## src/pts_pkg.sv

```systemverilog
// shared types, codes and constants of the periodic task scheduler
`default_nettype none
package pts_pkg;

    localparam int SLOTS_DEFAULT = 16;

    localparam int PERIOD_W  = 32;
    localparam int TIME_W    = 64;
    localparam int BLOCK_W   = 32;
    localparam int CFG_W     = 16;
    localparam int SLOT_IN_W = 4;
    localparam int OCC_OUT_W = 5;
    localparam int OP_W      = 3;
    localparam int WORD_W    = 2 * PERIOD_W;

    // stream layout
    localparam int S_TDATA_W = 104;
    localparam int M_TDATA_W = 80;

    // configuration register indexes
    localparam int CFG_ADDR_W = 1;
    localparam logic [CFG_ADDR_W-1:0] CFG_BLOCKING_LIMIT   = 1'd0;
    localparam logic [CFG_ADDR_W-1:0] CFG_REFRESH_INTERVAL = 1'd1;

    localparam logic [CFG_W-1:0] BLOCKING_LIMIT_RST   = 16'd8;
    localparam logic [CFG_W-1:0] REFRESH_INTERVAL_RST = 16'd40;

    typedef enum logic [OP_W-1:0] {
        OP_TICK     = 3'd0,
        OP_SCHEDULE = 3'd1,
        OP_DELETE   = 3'd2,
        OP_DISPATCH = 3'd3,
        OP_FINISH   = 3'd4,
        OP_SET_TIME = 3'd5
    } op_t;

    typedef enum logic [2:0] {
        SL_FREE    = 3'd0,
        SL_STOPPED = 3'd1,
        SL_WAITING = 3'd2,
        SL_READY   = 3'd3,
        SL_RUNNING = 3'd4
    } slot_st_t;

    typedef enum logic [2:0] {
        FS_IDLE,
        FS_TICK,
        FS_SCHED,
        FS_DISP,
        FS_OUT
    } fsm_t;

    typedef enum logic [1:0] {
        SK_WAIT,
        SK_FREE,
        SK_READY
    } scan_kind_t;

    typedef struct packed {
        logic ready;
        logic accept;
        logic tick_proc;
        logic sched_chk;
        logic disp_chk;
        logic load_out;
    } ctl_t;

endpackage
`default_nettype wire

```

## src/pts_slot_ram.sv

```systemverilog
// period and counter store of the task slots, one write and one registered read port
`default_nettype none
module pts_slot_ram #(
    parameter int DEPTH = pts_pkg::SLOTS_DEFAULT,
    parameter int AW    = 4
) (
    input  wire logic                      aclk,
    input  wire logic                      we,
    input  wire logic [AW-1:0]             waddr,
    input  wire logic [pts_pkg::WORD_W-1:0] wdata,
    input  wire logic [AW-1:0]             raddr,
    output logic      [pts_pkg::WORD_W-1:0] rdata
);
    import pts_pkg::*;

    logic [WORD_W-1:0] mem [DEPTH];

    always_ff @(posedge aclk) begin
        if (we) begin
            mem[waddr] <= wdata;
        end
    end

    always_ff @(posedge aclk) begin
        rdata <= mem[raddr];
    end

endmodule
`default_nettype wire

```

## src/pts_slot_unit.sv

```systemverilog
// shared slot examine unit: state match, period compare and counter step
`default_nettype none
module pts_slot_unit (
    input  wire pts_pkg::scan_kind_t         kind,
    input  wire pts_pkg::slot_st_t           st,
    input  wire logic [pts_pkg::PERIOD_W-1:0] ctr,
    input  wire logic [pts_pkg::PERIOD_W-1:0] per,
    output logic                             hit,
    output logic                             expire,
    output logic      [pts_pkg::PERIOD_W-1:0] ctr_new
);
    import pts_pkg::*;

    always_comb begin
        case (kind)
            SK_FREE:  hit = (st == SL_FREE);
            SK_READY: hit = (st == SL_READY);
            SK_WAIT:  hit = (st == SL_WAITING);
            default:  hit = 1'b0;
        endcase
    end

    assign expire  = (ctr == per - PERIOD_W'(1));
    assign ctr_new = expire ? '0 : ctr + PERIOD_W'(1);

endmodule
`default_nettype wire

```

## src/pts_ctrl.sv

```systemverilog
// sequencer: operation decode, slot walk counters and result hand-off
`default_nettype none
module pts_ctrl #(
    parameter int SLOTS = pts_pkg::SLOTS_DEFAULT,
    parameter int IW    = 4,
    parameter int CW    = 5
) (
    input  wire logic             aclk,
    input  wire logic             aresetn,
    input  wire logic             in_valid,
    input  wire pts_pkg::op_t     in_op,
    input  wire logic             hit,
    input  wire logic             out_free,
    input  wire logic [IW-1:0]    scan_ptr,
    output pts_pkg::ctl_t         ctl,
    output logic      [IW-1:0]    pos,
    output logic      [IW-1:0]    pos_d
);
    import pts_pkg::*;

    fsm_t            state_reg, state_next;
    logic [CW-1:0]   cnt_reg, cnt_next;
    logic [IW-1:0]   pos_reg, pos_next;
    logic [IW-1:0]   pos_d_reg;
    logic [IW-1:0]   pos_inc;
    logic            walk_end;

    assign pos_inc  = (pos_reg == IW'(SLOTS - 1)) ? '0 : pos_reg + IW'(1);
    assign walk_end = (cnt_reg == CW'(SLOTS - 1));

    // next state
    always_comb begin
        state_next = state_reg;
        case (state_reg)
            FS_IDLE: begin
                if (in_valid) begin
                    case (in_op)
                        OP_TICK:     state_next = FS_TICK;
                        OP_SCHEDULE: state_next = FS_SCHED;
                        OP_DISPATCH: state_next = FS_DISP;
                        default:     state_next = FS_OUT;
                    endcase
                end
            end
            FS_TICK: begin
                if (cnt_reg == CW'(SLOTS)) state_next = FS_OUT;
            end
            FS_SCHED, FS_DISP: begin
                if (hit || walk_end) state_next = FS_OUT;
            end
            FS_OUT: begin
                if (out_free) state_next = FS_IDLE;
            end
            default: state_next = FS_IDLE;
        endcase
    end

    // outputs
    always_comb begin
        ctl = '0;
        case (state_reg)
            FS_IDLE: begin
                ctl.ready  = 1'b1;
                ctl.accept = in_valid;
            end
            FS_TICK:  ctl.tick_proc = (cnt_reg != '0);
            FS_SCHED: ctl.sched_chk = 1'b1;
            FS_DISP:  ctl.disp_chk  = 1'b1;
            FS_OUT:   ctl.load_out  = out_free;
            default:  ctl = '0;
        endcase
    end

    always_comb begin
        cnt_next = cnt_reg;
        pos_next = pos_reg;
        if (ctl.accept) begin
            cnt_next = '0;
            pos_next = (in_op == OP_DISPATCH) ? scan_ptr : '0;
        end else if (state_reg == FS_TICK || state_reg == FS_SCHED
                     || state_reg == FS_DISP) begin
            cnt_next = cnt_reg + CW'(1);
            pos_next = pos_inc;
        end
    end

    always_ff @(posedge aclk) begin
        if (!aresetn) begin
            state_reg <= FS_IDLE;
            cnt_reg   <= '0;
            pos_reg   <= '0;
        end else begin
            state_reg <= state_next;
            cnt_reg   <= cnt_next;
            pos_reg   <= pos_next;
        end
    end

    always_ff @(posedge aclk) begin
        pos_d_reg <= pos_reg;
    end

    assign pos   = pos_reg;
    assign pos_d = pos_d_reg;

endmodule
`default_nettype wire

```

## src/periodic_task_scheduler_core.sv

```systemverilog
// top level of the periodic task scheduler: slot table, timers and stream ports
// operations: a tick walks the whole slot table, updating each waiting slot in turn
// schedule and dispatch search the table one slot per cycle and stop at the first hit
// delete, finish, set time and unused codes need no walk; next transaction taken once idle
// one operation at a time: its result is handed off before the next is accepted
// reset: synchronous active-low aresetn frees all slots and clears timers and pointer
`default_nettype none
module periodic_task_scheduler_core #(
    parameter int SLOTS = pts_pkg::SLOTS_DEFAULT
) (
    input  wire logic                          aclk,
    input  wire logic                          aresetn,
    // configuration writes
    input  wire logic                          cfg_wr_en,
    input  wire logic [pts_pkg::CFG_ADDR_W-1:0] cfg_addr,
    input  wire logic [pts_pkg::CFG_W-1:0]      cfg_wdata,
    // operation transactions
    input  wire logic                          s_tvalid,
    output logic                               s_tready,
    // period[31:0], start_running[32], slot[36:33], new_time[100:37], zero pad
    input  wire logic [pts_pkg::S_TDATA_W-1:0]  s_tdata,
    // operation[2:0]
    input  wire logic [pts_pkg::OP_W-1:0]       s_tuser,
    // result transactions
    output logic                               m_tvalid,
    input  wire logic                          m_tready,
    // result_slot[3:0], found[4], occupied_count[9:5], time_count[73:10],
    // reset_request[74], watchdog_refresh[75], zero pad
    output logic      [pts_pkg::M_TDATA_W-1:0]  m_tdata
);
    import pts_pkg::*;

    localparam int IW = (SLOTS > 1) ? $clog2(SLOTS) : 1;
    localparam int CW = $clog2(SLOTS + 1);

    // input field split
    op_t                    in_op;
    logic [PERIOD_W-1:0]    in_period;
    logic                   in_start;
    logic [SLOT_IN_W-1:0]   in_slot;
    logic [TIME_W-1:0]      in_new_time;
    logic                   in_range;

    assign in_op       = op_t'(s_tuser);
    assign in_period   = s_tdata[31:0];
    assign in_start    = s_tdata[32];
    assign in_slot     = s_tdata[36:33];
    assign in_new_time = s_tdata[100:37];
    assign in_range    = ({3'b000, in_slot} < 7'(SLOTS));

    // configuration registers
    logic [CFG_W-1:0] blocking_limit_reg;
    logic [CFG_W-1:0] refresh_interval_reg;

    always_ff @(posedge aclk) begin
        if (!aresetn) begin
            blocking_limit_reg   <= BLOCKING_LIMIT_RST;
            refresh_interval_reg <= REFRESH_INTERVAL_RST;
        end else if (cfg_wr_en) begin
            case (cfg_addr)
                CFG_BLOCKING_LIMIT:   blocking_limit_reg   <= cfg_wdata;
                CFG_REFRESH_INTERVAL: refresh_interval_reg <= cfg_wdata;
                default: ;
            endcase
        end
    end

    // sequencer
    ctl_t           ctl;
    logic [IW-1:0]  pos;
    logic [IW-1:0]  pos_d;
    logic           hit;
    logic           out_free;
    logic           m_tvalid_reg;
    logic [IW-1:0]  scan_ptr_reg, scan_ptr_next;

    assign out_free = !m_tvalid_reg || m_tready;

    pts_ctrl #(
        .SLOTS (SLOTS),
        .IW    (IW),
        .CW    (CW)
    ) u_ctrl (
        .aclk     (aclk),
        .aresetn  (aresetn),
        .in_valid (s_tvalid),
        .in_op    (in_op),
        .hit      (hit),
        .out_free (out_free),
        .scan_ptr (scan_ptr_reg),
        .ctl      (ctl),
        .pos      (pos),
        .pos_d    (pos_d)
    );

    assign s_tready = ctl.ready;

    // slot state table, one address per cycle: the accepted slot, the tick
    // slot whose counter word has just been read, or the search position
    slot_st_t       slot_state_reg [SLOTS];
    logic [IW-1:0]  st_addr;
    slot_st_t       cur_st;
    logic           st_we;
    slot_st_t       st_wdata;

    assign st_addr = ctl.accept ? IW'(in_slot) : (ctl.tick_proc ? pos_d : pos);
    assign cur_st  = slot_state_reg[st_addr];

    always_ff @(posedge aclk) begin
        if (!aresetn) begin
            for (int i = 0; i < SLOTS; i++) begin
                slot_state_reg[i] <= SL_FREE;
            end
        end else if (st_we) begin
            slot_state_reg[st_addr] <= st_wdata;
        end
    end

    // period and counter words, read one slot ahead during a tick walk
    logic                 mem_we;
    logic [IW-1:0]        mem_waddr;
    logic [WORD_W-1:0]    mem_wdata;
    logic [WORD_W-1:0]    mem_rdata;
    logic [PERIOD_W-1:0]  per_rd;
    logic [PERIOD_W-1:0]  ctr_rd;

    assign per_rd = mem_rdata[WORD_W-1:PERIOD_W];
    assign ctr_rd = mem_rdata[PERIOD_W-1:0];

    pts_slot_ram #(
        .DEPTH (SLOTS),
        .AW    (IW)
    ) u_slot_ram (
        .aclk  (aclk),
        .we    (mem_we),
        .waddr (mem_waddr),
        .wdata (mem_wdata),
        .raddr (pos),
        .rdata (mem_rdata)
    );

    // shared examine unit
    scan_kind_t           kind;
    logic                 expire;
    logic [PERIOD_W-1:0]  ctr_new;

    assign kind = ctl.sched_chk ? SK_FREE : (ctl.disp_chk ? SK_READY : SK_WAIT);

    pts_slot_unit u_slot_unit (
        .kind    (kind),
        .st      (cur_st),
        .ctr     (ctr_rd),
        .per     (per_rd),
        .hit     (hit),
        .expire  (expire),
        .ctr_new (ctr_new)
    );

    // scheduling state
    logic [TIME_W-1:0]    time_reg, time_next;
    logic [BLOCK_W-1:0]   block_reg, block_next;
    logic [CFG_W-1:0]     refresh_reg, refresh_next;
    logic [CW-1:0]        occ_reg, occ_next;
    logic [CW-1:0]        run_reg, run_next;
    logic [SLOT_IN_W-1:0] res_slot_reg, res_slot_next;
    logic                 found_reg, found_next;
    logic                 rst_req_reg, rst_req_next;
    logic                 wdr_reg, wdr_next;
    logic [PERIOD_W-1:0]  per_reg;
    logic                 start_reg;
    logic [IW-1:0]        pos_wrap;

    assign pos_wrap = (pos == IW'(SLOTS - 1)) ? '0 : pos + IW'(1);

    always_comb begin
        logic [CFG_W-1:0] refresh_inc;
        refresh_inc   = refresh_reg + CFG_W'(1);
        time_next     = time_reg;
        block_next    = block_reg;
        refresh_next  = refresh_reg;
        occ_next      = occ_reg;
        run_next      = run_reg;
        scan_ptr_next = scan_ptr_reg;
        res_slot_next = res_slot_reg;
        found_next    = found_reg;
        rst_req_next  = rst_req_reg;
        wdr_next      = wdr_reg;
        st_we         = 1'b0;
        st_wdata      = cur_st;
        mem_we        = 1'b0;
        mem_waddr     = pos;
        mem_wdata     = {per_rd, ctr_new};

        if (ctl.accept) begin
            res_slot_next = '0;
            found_next    = 1'b0;
            rst_req_next  = 1'b0;
            wdr_next      = 1'b0;
            case (in_op)
                OP_TICK: begin
                    time_next = time_reg + TIME_W'(1);
                    // blocking count only advances while some task runs
                    if (run_reg != '0) begin
                        rst_req_next = (block_reg > BLOCK_W'(blocking_limit_reg));
                        if (block_reg != '1) block_next = block_reg + BLOCK_W'(1);
                    end else begin
                        block_next = '0;
                    end
                    if (refresh_inc == refresh_interval_reg) begin
                        refresh_next = '0;
                        wdr_next     = 1'b1;
                    end else begin
                        refresh_next = refresh_inc;
                    end
                end
                OP_DELETE: begin
                    if (in_range) begin
                        st_we    = 1'b1;
                        st_wdata = SL_FREE;
                        if (cur_st != SL_FREE)    occ_next = occ_reg - CW'(1);
                        if (cur_st == SL_RUNNING) run_next = run_reg - CW'(1);
                    end
                end
                OP_FINISH: begin
                    if (in_range && cur_st == SL_RUNNING) begin
                        st_we      = 1'b1;
                        st_wdata   = SL_WAITING;
                        run_next   = run_reg - CW'(1);
                        block_next = '0;
                    end
                end
                OP_SET_TIME: time_next = in_new_time;
                default: ;
            endcase
        end else if (ctl.tick_proc) begin
            // waiting slot: count up, or turn ready and restart at period end
            if (hit) begin
                st_we     = 1'b1;
                st_wdata  = expire ? SL_READY : SL_WAITING;
                mem_we    = 1'b1;
                mem_waddr = pos_d;
            end
        end else if (ctl.sched_chk) begin
            if (hit) begin
                st_we         = 1'b1;
                st_wdata      = start_reg ? SL_WAITING : SL_STOPPED;
                mem_we        = 1'b1;
                mem_wdata     = {per_reg, {PERIOD_W{1'b0}}};
                occ_next      = occ_reg + CW'(1);
                res_slot_next = SLOT_IN_W'(pos);
                found_next    = 1'b1;
            end
        end else if (ctl.disp_chk) begin
            if (hit) begin
                st_we         = 1'b1;
                st_wdata      = SL_RUNNING;
                run_next      = run_reg + CW'(1);
                scan_ptr_next = pos_wrap;
                block_next    = '0;
                res_slot_next = SLOT_IN_W'(pos);
                found_next    = 1'b1;
            end
        end
    end

    always_ff @(posedge aclk) begin
        if (!aresetn) begin
            time_reg     <= '0;
            block_reg    <= '0;
            refresh_reg  <= '0;
            occ_reg      <= '0;
            run_reg      <= '0;
            scan_ptr_reg <= '0;
            res_slot_reg <= '0;
            found_reg    <= 1'b0;
            rst_req_reg  <= 1'b0;
            wdr_reg      <= 1'b0;
        end else begin
            time_reg     <= time_next;
            block_reg    <= block_next;
            refresh_reg  <= refresh_next;
            occ_reg      <= occ_next;
            run_reg      <= run_next;
            scan_ptr_reg <= scan_ptr_next;
            res_slot_reg <= res_slot_next;
            found_reg    <= found_next;
            rst_req_reg  <= rst_req_next;
            wdr_reg      <= wdr_next;
        end
    end

    // schedule arguments, zero period stored as one
    always_ff @(posedge aclk) begin
        if (ctl.accept) begin
            per_reg   <= (in_period == '0) ? PERIOD_W'(1) : in_period;
            start_reg <= in_start;
        end
    end

    // result register
    logic [M_TDATA_W-1:0] m_tdata_reg;

    always_ff @(posedge aclk) begin
        if (!aresetn) begin
            m_tvalid_reg <= 1'b0;
        end else if (ctl.load_out) begin
            m_tvalid_reg <= 1'b1;
        end else if (m_tready) begin
            m_tvalid_reg <= 1'b0;
        end
    end

    always_ff @(posedge aclk) begin
        if (ctl.load_out) begin
            m_tdata_reg <= {4'b0000, wdr_reg, rst_req_reg, time_reg,
                            OCC_OUT_W'(occ_reg), found_reg, res_slot_reg};
        end
    end

    assign m_tvalid = m_tvalid_reg;
    assign m_tdata  = m_tdata_reg;

`ifndef SYNTHESIS
    // running slots are a subset of occupied ones
    a_run_le_occ: assert property (@(posedge aclk) disable iff (!aresetn)
        run_reg <= occ_reg)
        else $error("running count above occupied count");

    a_occ_bound: assert property (@(posedge aclk) disable iff (!aresetn)
        occ_reg <= CW'(SLOTS))
        else $error("occupied count above slot count");

    // an operation owns the block until its result is handed off
    a_busy_after_accept: assert property (@(posedge aclk) disable iff (!aresetn)
        (s_tvalid && s_tready) |=> !s_tready)
        else $error("transaction taken while an operation is in flight");

    a_found_slot: assert property (@(posedge aclk) disable iff (!aresetn)
        (ctl.load_out && found_reg) |-> ({3'b000, res_slot_reg} < 7'(SLOTS)))
        else $error("reported slot outside the table");
`endif

endmodule
`default_nettype wire

```

## config.mk

```make
export PLATFORM = sky130hd
export DESIGN_NAME = periodic_task_scheduler_core
export DESIGN_NICKNAME = d
export VERILOG_FILES = /design/src/pts_pkg.sv /design/src/pts_slot_ram.sv /design/src/pts_slot_unit.sv /design/src/pts_ctrl.sv /design/src/periodic_task_scheduler_core.sv
export SDC_FILE = /design/constraint.sdc
export NUM_CORES = 2
export LEC_CHECK = 0
export ABC_AREA = 1
export BUFFER_PORTS_ARGS = -buffer_cell sky130_fd_sc_hd__buf_2
export CAP_MARGIN = 0
export CORE_AREA = 2 2 418 420
export CTS_CLUSTER_SIZE = 25
export DETAILED_ROUTE_END_ITERATION = 8
export DIE_AREA = 0 0 420 422
export PLACE_DENSITY = 0.56
export RECOVER_POWER = 100
export SKIP_CTS_REPAIR_TIMING = 1
export SYNTH_ARGS = -nofsm -noshare
export SYNTH_HDL_FRONTEND = slang
export SYNTH_SLANG_ARGS = --single-unit
export TNS_END_PERCENT = 20
```

## constraint.sdc

```tcl
create_clock -name aclk -period 9 [get_ports aclk]
set_input_delay 0.9 -clock aclk [delete_from_list [all_inputs] [get_ports aclk]]
set_output_delay 0.9 -clock aclk [all_outputs]
set_load 0.005 [all_outputs]
```

# ---- Word-level counts from Yosys, hierarchy flattened
# Memory sizes are Yosys's and may differ from the RTL's. A register that Yosys moved wholly into a read port is not among the register bits.
# Index checks and enable logic that the tools add are counted.
dict set report word_totals {
  word_cells 200
  mem_count 2
  output_inout_bits 82
  reg_bits 291
  mem_bits_rw 1072
}
# name words width read_ports rd_ports_with_merged_regs wr line_no
set memory_table {}
lappend memory_table {u_slot_ram.mem 16 64 1 1 1 pts_slot_ram.sv:16} ;# logic [WORD_W-1:0] mem [DEPTH];
lappend memory_table {slot_state_reg 16 3 1 0 16 periodic_task_scheduler_core.sv:100} ;# slot_st_t slot_state_reg [SLOTS];
dict set report op_classes {
  bitwise 5
  addsub 11
  n_eq_ne 33
  muxes 94
  reduce_logical 34
  magnitude_cmp 1
}
# op count
set ops {}
lappend ops {{$mux 32} 9}
lappend ops {{$mux 64} 4}
lappend ops {{$pmux 64 s2} 1}
lappend ops {{$mux 5} 13}
lappend ops {{$add 32x1->32 const B} 2}
lappend ops {{$add 64x1->64 const B} 1}
lappend ops {{$pmux 32 s2} 1}
lappend ops {{$mux 4} 13}
lappend ops {{$mux 3} 13}
lappend ops {{$eq 32x32->1} 1}
lappend ops {{$gt 32x16->1} 1}
lappend ops {{$logic_not 32->1} 1}
lappend ops {{$ne 32x32->1 const B} 1}
lappend ops {{$sub 32x1->32 const B} 1}
lappend ops {{$mux 1} 30}
lappend ops {{$eq 3x2->1 const B} 6}
lappend ops {{$add 16x1->16 const B} 1}
lappend ops {{$eq 16x16->1} 1}
lappend ops {{$mux 16} 1}
lappend ops {{$ne 2x1->1 const B} 8}
lappend ops {{$add 5x1->5 const B} 3}
lappend ops {{$reduce_bool 2->1} 7}
lappend ops {{$eq 3x3->1 const B} 4}
lappend ops {{$pmux 3 s4} 1}
lappend ops {{other kinds (31)} 54}

# ---- Depth between registers and ports, before layout
# An unclocked memory read counts as a cell.
dict set report logic_depth {
  ltp_word 17
  ltp_mapped 26
}

# ---- By module
# A second synthesis with hierarchy kept.
dict set report hier_totals {
  hier_cells 7368
  area_unflattened_um2 66924.2
}
# module instances cells_each seq_area_each_um2 area_per_inst_um2
set by_module_without_submodules {}
lappend by_module_without_submodules {pts_slot_ram 1 4210 32030.7 45285.9}
lappend by_module_without_submodules {periodic_task_scheduler_core 1 2469 8037.7 18022.3}
lappend by_module_without_submodules {pts_slot_unit 1 554 0.0 2688.8}
lappend by_module_without_submodules {pts_ctrl 1 135 320.3 927.1}

# ---- Least setup slack after synthesis
# Ideal clock, no wire load.
dict set report synth_timing {
  kind {input-to-reg}
  startpoint {input m_tready}
  endpoint {register m_tdata_reg[0] (netlist: m_tdata[0]), enable pin}
  path_buffers 0
  t_required_ns 8.394
  setup_ns 0.606
  stages 2
  setup_slack_ns 2.244
  arrival_time_ns 6.150
  cell_sequence {nor2_1 -> nor3_1}
}
# item line_no
set synth_rtl {}
lappend synth_rtl {{from (decl)} periodic_task_scheduler_core.sv:26} ;# input wire logic m_tready,
lappend synth_rtl {{to (signal assigned)} periodic_task_scheduler_core.sv:315} ;# m_tdata_reg <= {4'b0000, wdr_reg, rst_req_reg, time_reg,
lappend synth_rtl {{to (decl)} periodic_task_scheduler_core.sv:301} ;# logic [M_TDATA_W-1:0] m_tdata_reg;

# ---- Worst setup path in the final report
dict set report layout_timing {
  startpoint {register u_ctrl.pos_reg[1] (netlist: u_ctrl.pos[1])}
  endpoint {memory u_slot_ram.mem[15][46] in the netlist's numbering, enable pin}
}
dict set report layout_between {
  elab_chain_cells 11
  word_cells_on_any_way 16
  classes_between {2 x eq/ne; 12 x mux; 1 x reduce/logical; 1 x memory}
}
# item line_no
set layout_rtl {}
lappend layout_rtl {{from (decl)} pts_ctrl.sv:23} ;# logic [IW-1:0] pos_reg, pos_next;
lappend layout_rtl {{from (signal assigned)} pts_ctrl.sv:95} ;# pos_reg <= pos_next;
lappend layout_rtl {{$mux 4 (2 in series)} periodic_task_scheduler_core.sv:106} ;# assign st_addr = ctl.accept ? IW'(in_slot) : (ctl.tick_proc ? pos_d : pos);
lappend layout_rtl {{$mem_v2 16x3} --}
lappend layout_rtl {{$eq 3x2->1 (tied with other cells)} pts_slot_unit.sv:18} ;# SK_WAIT: hit = (st == SL_WAITING);
lappend layout_rtl {{$pmux 1 s3} pts_slot_unit.sv:15} ;# case (kind)
lappend layout_rtl {{$mux 1} {periodic_task_scheduler_core.sv:237, periodic_task_scheduler_core.sv:244}}
lappend layout_rtl {{$mux 1} periodic_task_scheduler_core.sv:243} ;# end else if (ctl.sched_chk) begin
lappend layout_rtl {{$mux 1} periodic_task_scheduler_core.sv:235} ;# end else if (ctl.tick_proc) begin
lappend layout_rtl {{$mux 1} periodic_task_scheduler_core.sv:194} ;# if (ctl.accept) begin
lappend layout_rtl {{$mux 1} pts_slot_ram.sv:19} ;# if (we) begin
lappend layout_rtl {{$mux 1 (implied by the code)} pts_slot_ram.sv:20} ;# mem[waddr] <= wdata;
lappend layout_rtl {{to (decl)} pts_slot_ram.sv:16}
# Parallel ways exist; a longest one is shown, timed or not.

==> results.cfg <==
[sta]
setup_slack_ns = 1.62
slew_headroom_pct = -196
fin_skew_ns = 0.0339
slew_violations = 889
post-route-min-period_ns = 7.38
finalSetupViolCount = 0
rsz0062_at_grt = false
report.final.hold_viol_count = 0
tightest_slew_ns = 4.44
timing.fmax_mhz = 136
setup-tns-final_ns = 0
fin_crit_sh_pct = 82.0

[synthesis]
async_flop_share_pct = 0
synthDistinctLibCells = 59
netlist_instances = 5454
syn_area_um2 = 60100
avgSynthCellArea_um2 = 11.0
synth_edf_count = 1181
yosysSeqAreaShare_pct = 67.2
synth_xor_xnor_area_share_pct = 2.36
yosys_most_used_dff = edfxtp_1
muxShareOfSynthArea_pct = 0
synth_compound_area_share_pct = 12.0
yosys_warnings = 0
synth_fa_ha_area_share_pct = 0.712
synth-simple-area-share_pct = 13.9
synth_seq_cells = 1427
synth_top_family_by_area = simple AND/OR/NAND/NOR gates

[drt]
drt-initial-drc-count = 4072
avgRoutedWirePerCell_um = 20.7
vias = 42000
drc = 0
ant_nets = 0
firstDrtPassIters = 6
totalWireLength_mm = 166
vias_per_cell = 5.24

[cts]
cts.reportedPaths.clkPinSlew_ns = 0.06
cts_inserted_buffers = 150
cts_root_buf = clkbuf_16
tritoncts = yes
clock_latency_ns = 0.80
htree_levels = 4
cts.path.max_buffers = 3
clock_sinks = 1427

[power_and_ir_drop]
leakage_nw = 23.0
power_density_nw_per_um2 = 305
irDropWorstVdd_mv = 0.180
power_w = 0.0207

[floorplanning]
die_x_um = 420
chipHeight_um = 422
core_region_area_um2 = 173000
num_io_pins = 211
rows = 153
die_area_um2 = 177000
initial_utilization_pct = 34.8

[global_route]
grt_overflow = 0
antenna_found_initial = 2
grt_max_degree = 205
grt_pass1_wl_mm = 249
grt_pass1_vias = 40000
gr-usage-all-layers_pct = 18.2

[flow_run]
maxCapViolations = 14

[placement]
place.gp.congestion = 0.856
post-place-ws_ns = 2.50
port_buffers = 203
dp_cells = 7741
dp_hpwl_mm = 92.1
placed_cell_area_um2 = 63700

[setup_path]
required_ns = 9.45
cp-start-kind = flop
cp_max_fo = 127
cp_data_arrival_time_ns = 7.83
worstSetupEndpointType = flop
path_class = flop to flop

[layout]
layout-drive-gt1-share_pct = 7.65
nFillCells = 16700
final_cells = 8023
stdcell_area_um2 = 68100
largest_register_ff_count = 1024
most-common-layout-cells = edfxtp_1, nor2_1, nand2_1
nets = 5730
mostFrequentLayoutCell = edfxtp_1
syn_to_final_growth_pct = 13.3

[min_path]
min_path_type = primary input to flop

[status]
status = finished, violations left
violations = capacitance limit, slew limit
## kinds of logic after synthesis
group / count (synthesis)
compound gates: 1255
simple gates: 1984
flops: 1427
other cells: 1
buf+inv: 592
xor+xnor: 162
fa+ha+maj: 33
## synth_stat cells (27+ instances only)
cell type,instances,area share (%)
a21oi_1,207,1.7
buf_2,27,0.22
clkbuf_1,286,1.8
dfxtp_1,246,8.2
edfxtp_1,1181,59
ha_1,31,0.65
inv_1,240,1.5
nand2_1,702,4.4
nand3_1,215,1.8
nand4_1,61,0.63
nor2_1,814,5.1
nor3_1,90,0.75
nor4_1,42,0.44
o211ai_1,28,0.35
o21ai_0,672,5.6
o21bai_1,51,0.64
o221ai_1,110,1.6
o22ai_1,156,1.6
xnor2_1,41,0.60
xor2_1,121,1.8
## critical path: stages (launching register included)
cell	delay (ns)
dfxtp_1	1.97
inv_8	0.86
a21oi_2	0.80
nand2_1	0.11
nand2_1	0.09
nand2_1	0.06
nand2_1	0.10
nor2_1	0.12
nor2_1	0.20
nand3_2	0.11
nand2_1	0.17
nand2_2	0.20
o21ai_0	0.28
nand3_1	0.37
nor2_4	1.11
buf_12	0.40
## power breakdown
group,switching (W),internal (W)
clock network,0.00262,0.00345
logic,0.00394,0.00137
registers,0.000542,0.00882
## metrics by stage
stage          util, %  hold slack, ns
6_report          39.4           0.280
5_1_grt           39.4           0.247
4_1_cts           39.7           0.224
3_5_place_dp      36.9           0.413
3_3_place_gp      36.9           0.409
2_1_floorplan        -           0.329
## routing by layer
layer | track usage (%) | share of wire (%) | up-vias
met4 | 5.50 | 2.5 | 2
met5 | 0 | 0.0078 | -
met1 | 25.3 | 45 | 20700
met3 | 2.92 | 6.1 | 259
met2 | 29.3 | 47 | 1323
li1 | - | - | 19700
## cell type report
type	count	area [µm²]	area share (%)
clock inverter	66	623	0.915
antenna	1	2.50	0.00367
tap	2325	2910	4.27
clock buffer	215	4200	6.17
multi-input combinational	3438	17400	25.6
sequential	1427	40400	59.3
timing repair buffer	301	1580	2.32
inverter	250	958	1.41
## path summary, 6_finish.rpt
kind | from | to | slack (ns) | cells past startpoint
max | u_ctrl.pos[1] | u_slot_ram.mem[15][46] | 1.62 | 15
min | s_tdata[32] | start_reg | 0.28 | 1
max reg2reg | u_ctrl.pos[1] | u_slot_ram.mem[15][46] | 1.62 | 15
min reg2reg | res_slot_reg[0] | m_tdata[0] | 0.43 | 0
No activity file was read; power rests on OpenSTA's default activity.
